**config.mk**
```make
export PLATFORM = sky130hd
export DESIGN_NAME = json_string_unescape_utf8_flat
export DESIGN_NICKNAME = d
export VERILOG_FILES = /design/src/rtl/jsu_pkg.sv /design/src/rtl/jsu_if.sv /design/src/rtl/jsu_front.sv /design/src/rtl/jsu_queue.sv /design/src/rtl/jsu_back.sv /design/src/rtl/json_string_unescape_utf8.sv /design/src/flat_wrapper.sv
export SDC_FILE = /design/constraint.sdc
export NUM_CORES = 1
export LEC_CHECK = 0
export BUFFER_PORTS_ARGS = -buffer_cell sky130_fd_sc_hd__buf_2
export CORE_MARGIN = 4
export CORE_UTILIZATION = 35
export CTS_CLUSTER_DIAMETER = 80
export DETAILED_ROUTE_END_ITERATION = 8
export PLACE_DENSITY = 0.55
export SYNTH_ARGS = -nofsm -noshare
export SYNTH_HDL_FRONTEND = slang
export SYNTH_SLANG_ARGS = --single-unit
```
**constraint.sdc**
```tcl
create_clock -name i_clk -period 4.78 [get_ports i_clk]
set_clock_uncertainty 0.15 [all_clocks]
set_input_delay 0.478 -clock i_clk [delete_from_list [all_inputs] [get_ports i_clk]]
set_output_delay 0.478 -clock i_clk [all_outputs]
set_load 0.01 [all_outputs]
```
**src/rtl/jsu_pkg.sv**
```systemverilog
`timescale 1ns / 1ps

package jsu_pkg;

    // parser mode
    typedef enum logic [1:0] {
        MODE_IDLE = 2'd0,
        MODE_STR  = 2'd1,
        MODE_ESC  = 2'd2,
        MODE_HEX  = 2'd3
    } t_mode;

    // result kind
    typedef enum logic [1:0] {
        KIND_DATA = 2'd0,
        KIND_END  = 2'd1,
        KIND_ERR  = 2'd2
    } t_kind;

    // error code
    typedef enum logic [1:0] {
        ERR_NONE  = 2'd0,
        ERR_QUOTE = 2'd1,
        ERR_ESC   = 2'd2,
        ERR_HEX   = 2'd3
    } t_err;

    // one decoded command: up to three result bytes from one input byte
    typedef struct packed {
        logic [1:0] count_m1;
        t_kind      kind;
        t_err       err;
        logic [7:0] b0;
        logic [7:0] b1;
        logic [7:0] b2;
    } t_cmd;

    localparam int JSU_QUEUE_DEPTH = 2;

    // character constants
    localparam logic [7:0] CH_SPACE  = 8'h20;
    localparam logic [7:0] CH_TAB    = 8'h09;
    localparam logic [7:0] CH_LF     = 8'h0A;
    localparam logic [7:0] CH_CR     = 8'h0D;
    localparam logic [7:0] CH_FF     = 8'h0C;
    localparam logic [7:0] CH_BS     = 8'h08;
    localparam logic [7:0] CH_QUOTE  = 8'h22;
    localparam logic [7:0] CH_BSLASH = 8'h5C;
    localparam logic [7:0] CH_SLASH  = 8'h2F;
    localparam logic [7:0] CH_LO_T   = 8'h74;
    localparam logic [7:0] CH_LO_N   = 8'h6E;
    localparam logic [7:0] CH_LO_R   = 8'h72;
    localparam logic [7:0] CH_LO_F   = 8'h66;
    localparam logic [7:0] CH_LO_B   = 8'h62;
    localparam logic [7:0] CH_LO_U   = 8'h75;
    localparam logic [7:0] ASCII_MAX = 8'd127;

endpackage

```
**src/rtl/jsu_if.sv**
```systemverilog
`timescale 1ns / 1ps

// raw byte channel
interface jsu_byte_if;
    logic       valid;
    logic       ready;
    logic [7:0] in_byte;

    modport source (output valid, output in_byte, input ready);
    modport sink   (input valid, input in_byte, output ready);
endinterface

// decoded result channel
interface jsu_res_if;
    logic       valid;
    logic       ready;
    logic [7:0] out_byte;
    logic [1:0] out_kind;
    logic [1:0] err_code;
    logic       run_last;

    modport source (output valid, output out_byte, output out_kind, output err_code,
                    output run_last, input ready);
    modport sink   (input valid, input out_byte, input out_kind, input err_code,
                    input run_last, output ready);
endinterface

```
**src/rtl/jsu_front.sv**
```systemverilog
`timescale 1ns / 1ps

module jsu_front import jsu_pkg::*; (
    input  logic       i_clk,
    input  logic       i_rst_n,
    input  logic       i_valid,
    input  logic [7:0] i_byte,
    input  logic       i_space,
    output logic       o_ready,
    output logic       o_push,
    output t_cmd       o_cmd
);

    t_mode       r_mode;
    t_mode       n_mode;
    logic [1:0]  r_hex_cnt;
    logic [1:0]  n_hex_cnt;
    logic [11:0] r_hex_acc;
    logic [11:0] n_hex_acc;

    logic        fire;
    logic        is_ws;
    logic        hex_ok;
    logic [3:0]  hex_val;
    logic        esc_ok;
    logic [7:0]  esc_byte;
    logic [15:0] code_pt;
    logic        cmd_push;

    assign o_ready = i_space;
    assign fire    = i_valid & i_space;

    // byte classification
    assign is_ws = (i_byte == CH_SPACE) || (i_byte == CH_TAB) ||
                   (i_byte == CH_CR) || (i_byte == CH_LF);

    always_comb begin
        hex_ok  = 1'b1;
        hex_val = 4'd0;
        if (i_byte inside {[8'h30:8'h39]}) begin
            hex_val = i_byte[3:0];
        end else if (i_byte inside {[8'h61:8'h66], [8'h41:8'h46]}) begin
            hex_val = i_byte[3:0] + 4'd9;
        end else begin
            hex_ok = 1'b0;
        end
    end

    always_comb begin
        esc_ok   = 1'b1;
        esc_byte = i_byte;
        case (i_byte)
            CH_LO_T:   esc_byte = CH_TAB;
            CH_LO_N:   esc_byte = CH_LF;
            CH_LO_R:   esc_byte = CH_CR;
            CH_LO_F:   esc_byte = CH_FF;
            CH_LO_B:   esc_byte = CH_BS;
            CH_SLASH:  esc_byte = CH_SLASH;
            CH_BSLASH: esc_byte = CH_BSLASH;
            CH_QUOTE:  esc_byte = CH_QUOTE;
            default:   esc_ok   = 1'b0;
        endcase
    end

    assign code_pt = {r_hex_acc, hex_val};

    // next mode
    always_comb begin
        n_mode = r_mode;
        case (r_mode)
            MODE_IDLE: begin
                if (i_byte == CH_QUOTE) n_mode = MODE_STR;
            end
            MODE_STR: begin
                if (i_byte == CH_QUOTE)       n_mode = MODE_IDLE;
                else if (i_byte == CH_BSLASH) n_mode = MODE_ESC;
            end
            MODE_ESC: begin
                if (esc_ok)                  n_mode = MODE_STR;
                else if (i_byte == CH_LO_U)  n_mode = MODE_HEX;
                else                         n_mode = MODE_IDLE;
            end
            MODE_HEX: begin
                if (!hex_ok)                 n_mode = MODE_IDLE;
                else if (r_hex_cnt == 2'd3)  n_mode = MODE_STR;
            end
            default: n_mode = MODE_IDLE;
        endcase
    end

    // command and hex gathering
    always_comb begin
        cmd_push  = 1'b0;
        o_cmd     = '{count_m1: 2'd0, kind: KIND_DATA, err: ERR_NONE,
                      b0: 8'd0, b1: 8'd0, b2: 8'd0};
        n_hex_cnt = r_hex_cnt;
        n_hex_acc = r_hex_acc;
        case (r_mode)
            MODE_IDLE: begin
                if (!is_ws && (i_byte != CH_QUOTE)) begin
                    cmd_push   = 1'b1;
                    o_cmd.kind = KIND_ERR;
                    o_cmd.err  = ERR_QUOTE;
                end
            end
            MODE_STR: begin
                if (i_byte == CH_QUOTE) begin
                    cmd_push   = 1'b1;
                    o_cmd.kind = KIND_END;
                end else if (i_byte != CH_BSLASH) begin
                    cmd_push = 1'b1;
                    o_cmd.b0 = i_byte;
                end
            end
            MODE_ESC: begin
                n_hex_cnt = 2'd0;
                n_hex_acc = 12'd0;
                if (esc_ok) begin
                    cmd_push = 1'b1;
                    o_cmd.b0 = esc_byte;
                end else if (i_byte != CH_LO_U) begin
                    cmd_push   = 1'b1;
                    o_cmd.kind = KIND_ERR;
                    o_cmd.err  = ERR_ESC;
                end
            end
            MODE_HEX: begin
                if (!hex_ok) begin
                    cmd_push   = 1'b1;
                    o_cmd.kind = KIND_ERR;
                    o_cmd.err  = ERR_HEX;
                    n_hex_cnt  = 2'd0;
                    n_hex_acc  = 12'd0;
                end else if (r_hex_cnt == 2'd3) begin
                    // utf-8 encoding of the gathered code point
                    cmd_push  = 1'b1;
                    n_hex_cnt = 2'd0;
                    n_hex_acc = 12'd0;
                    if (code_pt <= 16'(ASCII_MAX)) begin
                        o_cmd.b0 = code_pt[7:0];
                    end else if (code_pt < 16'h0800) begin
                        o_cmd.count_m1 = 2'd1;
                        o_cmd.b0       = {3'b110, code_pt[10:6]};
                        o_cmd.b1       = {2'b10, code_pt[5:0]};
                    end else begin
                        o_cmd.count_m1 = 2'd2;
                        o_cmd.b0       = {4'b1110, code_pt[15:12]};
                        o_cmd.b1       = {2'b10, code_pt[11:6]};
                        o_cmd.b2       = {2'b10, code_pt[5:0]};
                    end
                end else begin
                    n_hex_cnt = r_hex_cnt + 2'd1;
                    n_hex_acc = {r_hex_acc[7:0], hex_val};
                end
            end
            default: ;
        endcase
    end

    assign o_push = fire & cmd_push;

    // parser state
    always_ff @(posedge i_clk) begin
        if (!i_rst_n) begin
            r_mode    <= MODE_IDLE;
            r_hex_cnt <= 2'd0;
            r_hex_acc <= 12'd0;
        end else if (fire) begin
            r_mode    <= n_mode;
            r_hex_cnt <= n_hex_cnt;
            r_hex_acc <= n_hex_acc;
        end
    end

endmodule

```
**src/rtl/jsu_queue.sv**
```systemverilog
`timescale 1ns / 1ps

module jsu_queue import jsu_pkg::*; #(
    parameter int DEPTH = JSU_QUEUE_DEPTH
) (
    input  logic i_clk,
    input  logic i_rst_n,
    input  logic i_push,
    input  t_cmd i_cmd,
    input  logic i_pop,
    output logic o_full,
    output logic o_valid,
    output t_cmd o_head
);

    localparam int AW = (DEPTH > 1) ? $clog2(DEPTH) : 1;
    localparam int CW = $clog2(DEPTH + 1);

    t_cmd          r_mem [DEPTH];
    logic [AW-1:0] r_wp;
    logic [AW-1:0] r_rp;
    logic [CW-1:0] r_cnt;

    assign o_full  = (r_cnt == CW'(DEPTH));
    assign o_valid = (r_cnt != '0);
    assign o_head  = r_mem[r_rp];

    // storage
    always_ff @(posedge i_clk) begin
        if (i_push) begin
            r_mem[r_wp] <= i_cmd;
        end
    end

    // pointers and fill count
    always_ff @(posedge i_clk) begin
        if (!i_rst_n) begin
            r_wp  <= '0;
            r_rp  <= '0;
            r_cnt <= '0;
        end else begin
            if (i_push) begin
                r_wp <= (r_wp == AW'(DEPTH - 1)) ? '0 : r_wp + AW'(1);
            end
            if (i_pop) begin
                r_rp <= (r_rp == AW'(DEPTH - 1)) ? '0 : r_rp + AW'(1);
            end
            if (i_push && !i_pop) begin
                r_cnt <= r_cnt + CW'(1);
            end else if (i_pop && !i_push) begin
                r_cnt <= r_cnt - CW'(1);
            end
        end
    end

endmodule

```
**src/rtl/jsu_back.sv**
```systemverilog
`timescale 1ns / 1ps

module jsu_back import jsu_pkg::*; (
    input  logic       i_clk,
    input  logic       i_rst_n,
    input  logic       i_head_valid,
    input  t_cmd       i_head,
    output logic       o_pop,
    input  logic       i_ready,
    output logic       o_valid,
    output logic [7:0] o_byte,
    output logic [1:0] o_kind,
    output logic [1:0] o_err,
    output logic       o_last
);

    logic [1:0] r_beat;
    logic       r_valid;
    logic [7:0] r_byte;
    logic [1:0] r_kind;
    logic [1:0] r_err;
    logic       r_last;

    logic       load;
    logic       beat_last;
    logic [7:0] beat_byte;

    // output register free or draining this cycle
    assign load      = i_head_valid && (!r_valid || i_ready);
    assign beat_last = (r_beat == i_head.count_m1);
    assign o_pop     = load && beat_last;

    always_comb begin
        case (r_beat)
            2'd0:    beat_byte = i_head.b0;
            2'd1:    beat_byte = i_head.b1;
            default: beat_byte = i_head.b2;
        endcase
    end

    // beat counter and valid
    always_ff @(posedge i_clk) begin
        if (!i_rst_n) begin
            r_beat  <= 2'd0;
            r_valid <= 1'b0;
        end else begin
            if (load) begin
                r_beat  <= beat_last ? 2'd0 : r_beat + 2'd1;
                r_valid <= 1'b1;
            end else if (i_ready) begin
                r_valid <= 1'b0;
            end
        end
    end

    // result payload
    always_ff @(posedge i_clk) begin
        if (load) begin
            r_byte <= beat_byte;
            r_kind <= i_head.kind;
            r_err  <= i_head.err;
            r_last <= beat_last;
        end
    end

    assign o_valid = r_valid;
    assign o_byte  = r_byte;
    assign o_kind  = r_kind;
    assign o_err   = r_err;
    assign o_last  = r_last;

endmodule

```
**src/rtl/json_string_unescape_utf8.sv**
```systemverilog
`timescale 1ns / 1ps

// channel   | dir | payload                                  | transaction
// ----------+-----+------------------------------------------+----------------------
// i_in      | in  | in_byte[7:0]                             | valid && ready
// o_res     | out | out_byte[7:0] out_kind err_code run_last | valid && ready
//
// one input byte per cycle while the result side keeps up
// a byte's first result is offered from the output register, loaded from the command queue that the transaction writes
// a \u escape giving two or three utf-8 bytes holds the result side while it emits them,
// so the command queue (QUEUE_DEPTH entries) can fill and stall the input
// i_in.ready falls only while the command queue is full
// synchronous active-low reset clears parser mode, hex state, queue and result valid

module json_string_unescape_utf8 import jsu_pkg::*; #(
    parameter int QUEUE_DEPTH = JSU_QUEUE_DEPTH
) (
    input  logic           i_clk,
    input  logic           i_rst_n,
    jsu_byte_if.sink       i_in,
    jsu_res_if.source      o_res
);

    logic q_full;
    logic q_valid;
    logic q_push;
    logic q_pop;
    t_cmd q_cmd;
    t_cmd q_head;

    // parser front end
    jsu_front u_front (
        .i_clk   (i_clk),
        .i_rst_n (i_rst_n),
        .i_valid (i_in.valid),
        .i_byte  (i_in.in_byte),
        .i_space (!q_full),
        .o_ready (i_in.ready),
        .o_push  (q_push),
        .o_cmd   (q_cmd)
    );

    // command queue
    jsu_queue #(
        .DEPTH (QUEUE_DEPTH)
    ) u_queue (
        .i_clk   (i_clk),
        .i_rst_n (i_rst_n),
        .i_push  (q_push),
        .i_cmd   (q_cmd),
        .i_pop   (q_pop),
        .o_full  (q_full),
        .o_valid (q_valid),
        .o_head  (q_head)
    );

    // result back end
    jsu_back u_back (
        .i_clk        (i_clk),
        .i_rst_n      (i_rst_n),
        .i_head_valid (q_valid),
        .i_head       (q_head),
        .o_pop        (q_pop),
        .i_ready      (o_res.ready),
        .o_valid      (o_res.valid),
        .o_byte       (o_res.out_byte),
        .o_kind       (o_res.out_kind),
        .o_err        (o_res.err_code),
        .o_last       (o_res.run_last)
    );

endmodule

```
**src/flat_wrapper.sv**
```systemverilog
// flat-port wrapper written by rule: the top's interface ports become plain ports
module json_string_unescape_utf8_flat import jsu_pkg::*;
#(
    parameter int QUEUE_DEPTH = JSU_QUEUE_DEPTH
)
  (i_clk, i_rst_n, i_in_valid, i_in_in_byte, i_in_ready, o_res_valid, o_res_out_byte, o_res_out_kind, o_res_err_code, o_res_run_last, o_res_ready);
  jsu_byte_if i_in_i ();
  jsu_res_if o_res_i ();
  input  logic i_clk;
  input  logic i_rst_n;
  input wire logic [$bits(i_in_i.valid)-1:0] i_in_valid;
  input wire logic [$bits(i_in_i.in_byte)-1:0] i_in_in_byte;
  output wire logic [$bits(i_in_i.ready)-1:0] i_in_ready;
  output wire logic [$bits(o_res_i.valid)-1:0] o_res_valid;
  output wire logic [$bits(o_res_i.out_byte)-1:0] o_res_out_byte;
  output wire logic [$bits(o_res_i.out_kind)-1:0] o_res_out_kind;
  output wire logic [$bits(o_res_i.err_code)-1:0] o_res_err_code;
  output wire logic [$bits(o_res_i.run_last)-1:0] o_res_run_last;
  input wire logic [$bits(o_res_i.ready)-1:0] o_res_ready;
  assign i_in_i.valid = i_in_valid;
  assign i_in_i.in_byte = i_in_in_byte;
  assign i_in_ready = i_in_i.ready;
  assign o_res_valid = o_res_i.valid;
  assign o_res_out_byte = o_res_i.out_byte;
  assign o_res_out_kind = o_res_i.out_kind;
  assign o_res_err_code = o_res_i.err_code;
  assign o_res_run_last = o_res_i.run_last;
  assign o_res_i.ready = o_res_ready;
  json_string_unescape_utf8 #(.QUEUE_DEPTH(QUEUE_DEPTH)) u_core (.i_clk(i_clk), .i_rst_n(i_rst_n), .i_in(i_in_i), .o_res(o_res_i));
endmodule
```
==> metrics.txt <==
die area 0.0143 mm^2; core area 0.0121 mm^2; hold buffers post-CTS 0; via count 3100; Clock Pin Slew Worst Setup and Hold Paths 70 ps; status finished clean; H-tree depth 3; cell taking the most area after synthesis edfxtp_1; Post-synth EDFFs 67; main flop type after synthesis edfxtp_1; die width 120 um; Place WS 1080 ps; total routed wirelength 10.0 mm; Max-Cap Viols 0; Syn Area/Cell 11.3 um^2; initial core utilization 36.1%; maximum clock path buffer count 2; critical path arrival 3450 ps; fraction of layout cells with a size suffix above 1 16.0%; largest net degree at the start of global routing 28; crit path max fanout 9; Final Max Slew Viols 0; TritonRoute pass-1 iters 4; CTS Sinks 91; CTS tree done; Worst-Margin Slew 928 ps; Clk Tree Root Cell clkbuf_16; Yosys warnings 0; post-synth cell types 67; critical path class input port to flip-flop; Critical Path RT 4890 ps; worst hold path startpoint i_rst_n; leakage power 1.73 nW; cts bufs inserted 9; Slowest-stage cell, CP nor3b_1; DR WL/cell 17.3 um; Post-CTS Setup Inserts 0; largest cells by area after synthesis edfxtp_1, dfxtp_1, nor2_1; post_cts resized 0; synthesis-to-layout area growth 13.7%; unrepaired setup endpoints after global routing no; PwrDens between 400 and 500 mW/mm^2; ANT cells 0; total gr overflow 0; ys async rst share 0%; I/O Pins 27; total global-route track usage between 10% and 20%; # rows 40; startpoint types input port; CP Cell Sequence buf_2 > inv_1 > ha_1 > nor3b_1 > nor3_4 > o32ai_1 > nor2_1 > a21oi_2 > ha_1 > or3_1 > a21oi_1; via-per-instance ratio 5.34; final setup margin around 1400 ps; Port Buf Inserts 26; CP Launch Point i_in_in_byte[0]; nets 428; Final Wtd Congestion 0.871; period utilization 70.0%; dpl hpwl 7.09 mm; global-route wire length before repair 16.1 mm; total power 2.41 mW; DP Area 0.00464 mm^2; Syn Nets 407; clk_lat worst skew between 300 and 400 ps; Slew HR a little under two fifths; cell area after layout 0.00497 mm^2; crit end category flip-flop; Fill cells between 1000 and 1500; share of the synthesized area in the top cell type 46.1%; Sequential Area 0.00249 mm^2; final setup vio count 0; sequential area share after synthesis about 57%; Crit path largest cell delay around 570 ps; First DRT Iteration DRCs 230; Final min period around 3300 ps; drt drc 0; antenna violations before repair 0; final hold violation count 0; worst path bufs/invs 2; most used cell along the critical path ha_1; Hold Crit Class input port to flip-flop; Final TNS setup 0 ps; Max IR drop VDD 0.000227 V; register bit total from synthesis around 90; FMAX 299 MHz; cell area after synthesis 0.00437 mm^2; Multi-input gate area 0.00172 mm^2; Synth Instances about 390; Routed Antenna Nets 0; die height 120 um; vias in the first global route 2990; Top delay family on crit path simple AND/OR/NAND/NOR gates
-- registers in the layout, summed over array words and instances, names as in the netlist, named ones only --
register                  flops
u_core.u_queue.r_wp           1
u_core.u_back.o_byte          8
u_core.u_queue.r_mem         54
u_core.u_back.o_valid         1
u_core.u_back.o_last          1
u_core.u_queue.r_rp           1
u_core.u_back.o_kind          2
u_core.u_queue.r_cnt          2
u_core.u_front.r_mode         2
u_core.u_front.r_hex_cnt      2
u_core.u_back.r_beat          2
u_core.u_front.r_hex_acc     12
u_core.u_back.o_err           2
-- routing by layer --
| metal | vias up | part of all wire [%] | wire (um) | track usage, % |
|---|---|---|---|---|
| met5 | - | 0 | 0 | 0 |
| met4 | 0 | 2.1 | 208 | 4.94 |
| met3 | 11 | 5.2 | 524 | 3.11 |
| met2 | 74 | 46 | 4660 | 22.5 |
| met1 | 1524 | 46 | 4650 | 20.0 |
| li1 | 1491 | - | - | - |
-- placed cells by master (no fill, tap or decap), types with 3 or more instances in the layout --
| master | count |
|---|---|
| nor3_1 | 8 |
| nand2_1 | 26 |
| a22o_1 | 7 |
| a22oi_1 | 18 |
| inv_1 | 13 |
| xnor2_1 | 6 |
| buf_2 | 26 |
| buf_4 | 4 |
| or3_1 | 3 |
| nand3b_1 | 3 |
| nand4_1 | 3 |
| dfxtp_1 | 24 |
| and2_1 | 5 |
| or2_2 | 3 |
| mux2_2 | 6 |
| nor2_1 | 42 |
| o21ai_0 | 10 |
| mux2i_1 | 5 |
| o21ai_1 | 3 |
| nand3_1 | 3 |
| nor2b_1 | 9 |
| a21oi_1 | 21 |
| a31oi_1 | 7 |
| nand2b_1 | 9 |
| ha_1 | 8 |
| a211oi_1 | 8 |
| edfxtp_1 | 67 |
| nor4_1 | 3 |
| a21o_1 | 3 |
| xor2_1 | 3 |
| clkbuf_16 | 9 |
-- cell type report --
class	count	area share [%]
clock buffers	10	4.61
inverters	15	1.13
flip-flops and latches	91	50.2
multi-input cells	261	34.7
clock inverters	6	1.94
repair buffers	30	3.22
well taps	168	4.23
-- per-stage QoR --
| step | hold slack [ps] | std cells | util [%] |
|---|---|---|---|
| 2_1_floorplan | 301 | 387 | - |
| 3_3_place_gp | 322 | 565 | 38.3 |
| 3_5_place_dp | 336 | 565 | 38.3 |
| 4_1_cts | 286 | 581 | 41.0 |
| 5_1_grt | 305 | 581 | 41.0 |
| 6_report | 298 | 581 | 41.0 |
-- worst min-delay path, delay by kind of cell --
kind / cells / cell delay [ps]
buffers and inverters: 1 / 140
multiplexers: 1 / 50
AND/OR/NAND/NOR: 1 / 70
-- cells by family (layout without fill, tap and decap cells) --
group | after synthesis | in the layout | share of synthesized area (%)
flops | 91 | 91 | 57.1
compound gates | 100 | 100 | 16.0
simple gates | 133 | 133 | 16.6
fa+ha+maj | 8 | 8 | 2.29
mux | 11 | 11 | 2.69
buf+inv | 35 | 61 | 3.52
xor+xnor | 9 | 9 | 1.80
-- report_power, final --
group / internal, mW / switching (mW) / leakage, nW
clock: 0.465 / 0.300 / 0.155
combinational: 0.217 / 0.356 / 0.749
sequential: 1.03 / 0.0459 / 0.825
total: 1.71 / 0.702 / 1.73
-- synthesized netlist by cell type (3+ instances only) --
cell and number:
a22oi_1 18, xnor2_1 6, nor2_1 42, o21ai_0 10, or3_1 3, mux2_2 6
edfxtp_1 67, nand2_1 26, and2_1 5, a21o_1 3, buf_2 3, a22o_1 7
nor4_1 3, nor3_1 8, nand4_1 3, mux2i_1 5, dfxtp_1 24, clkbuf_1 13
a21oi_1 21, o21ai_1 3, or2_2 3, nand2b_1 9, inv_1 13, a31oi_1 7
xor2_1 3, nor2b_1 10, ha_1 8, nand3b_1 3, nand3_1 3, a211oi_1 8
-- final timing paths --
path / cells past startpoint / endpoint / slack (ps)
min reg2reg: 2 / u_core.u_front.r_hex_cnt[1] / 340
min: 3 / u_core.u_queue.r_wp / 300
max: 11 / u_core.u_queue.r_cnt[1] / 1430
max reg2reg: 8 / u_core.u_queue.r_cnt[1] / 2130
No activity file was read; power rests on OpenSTA's default activity.
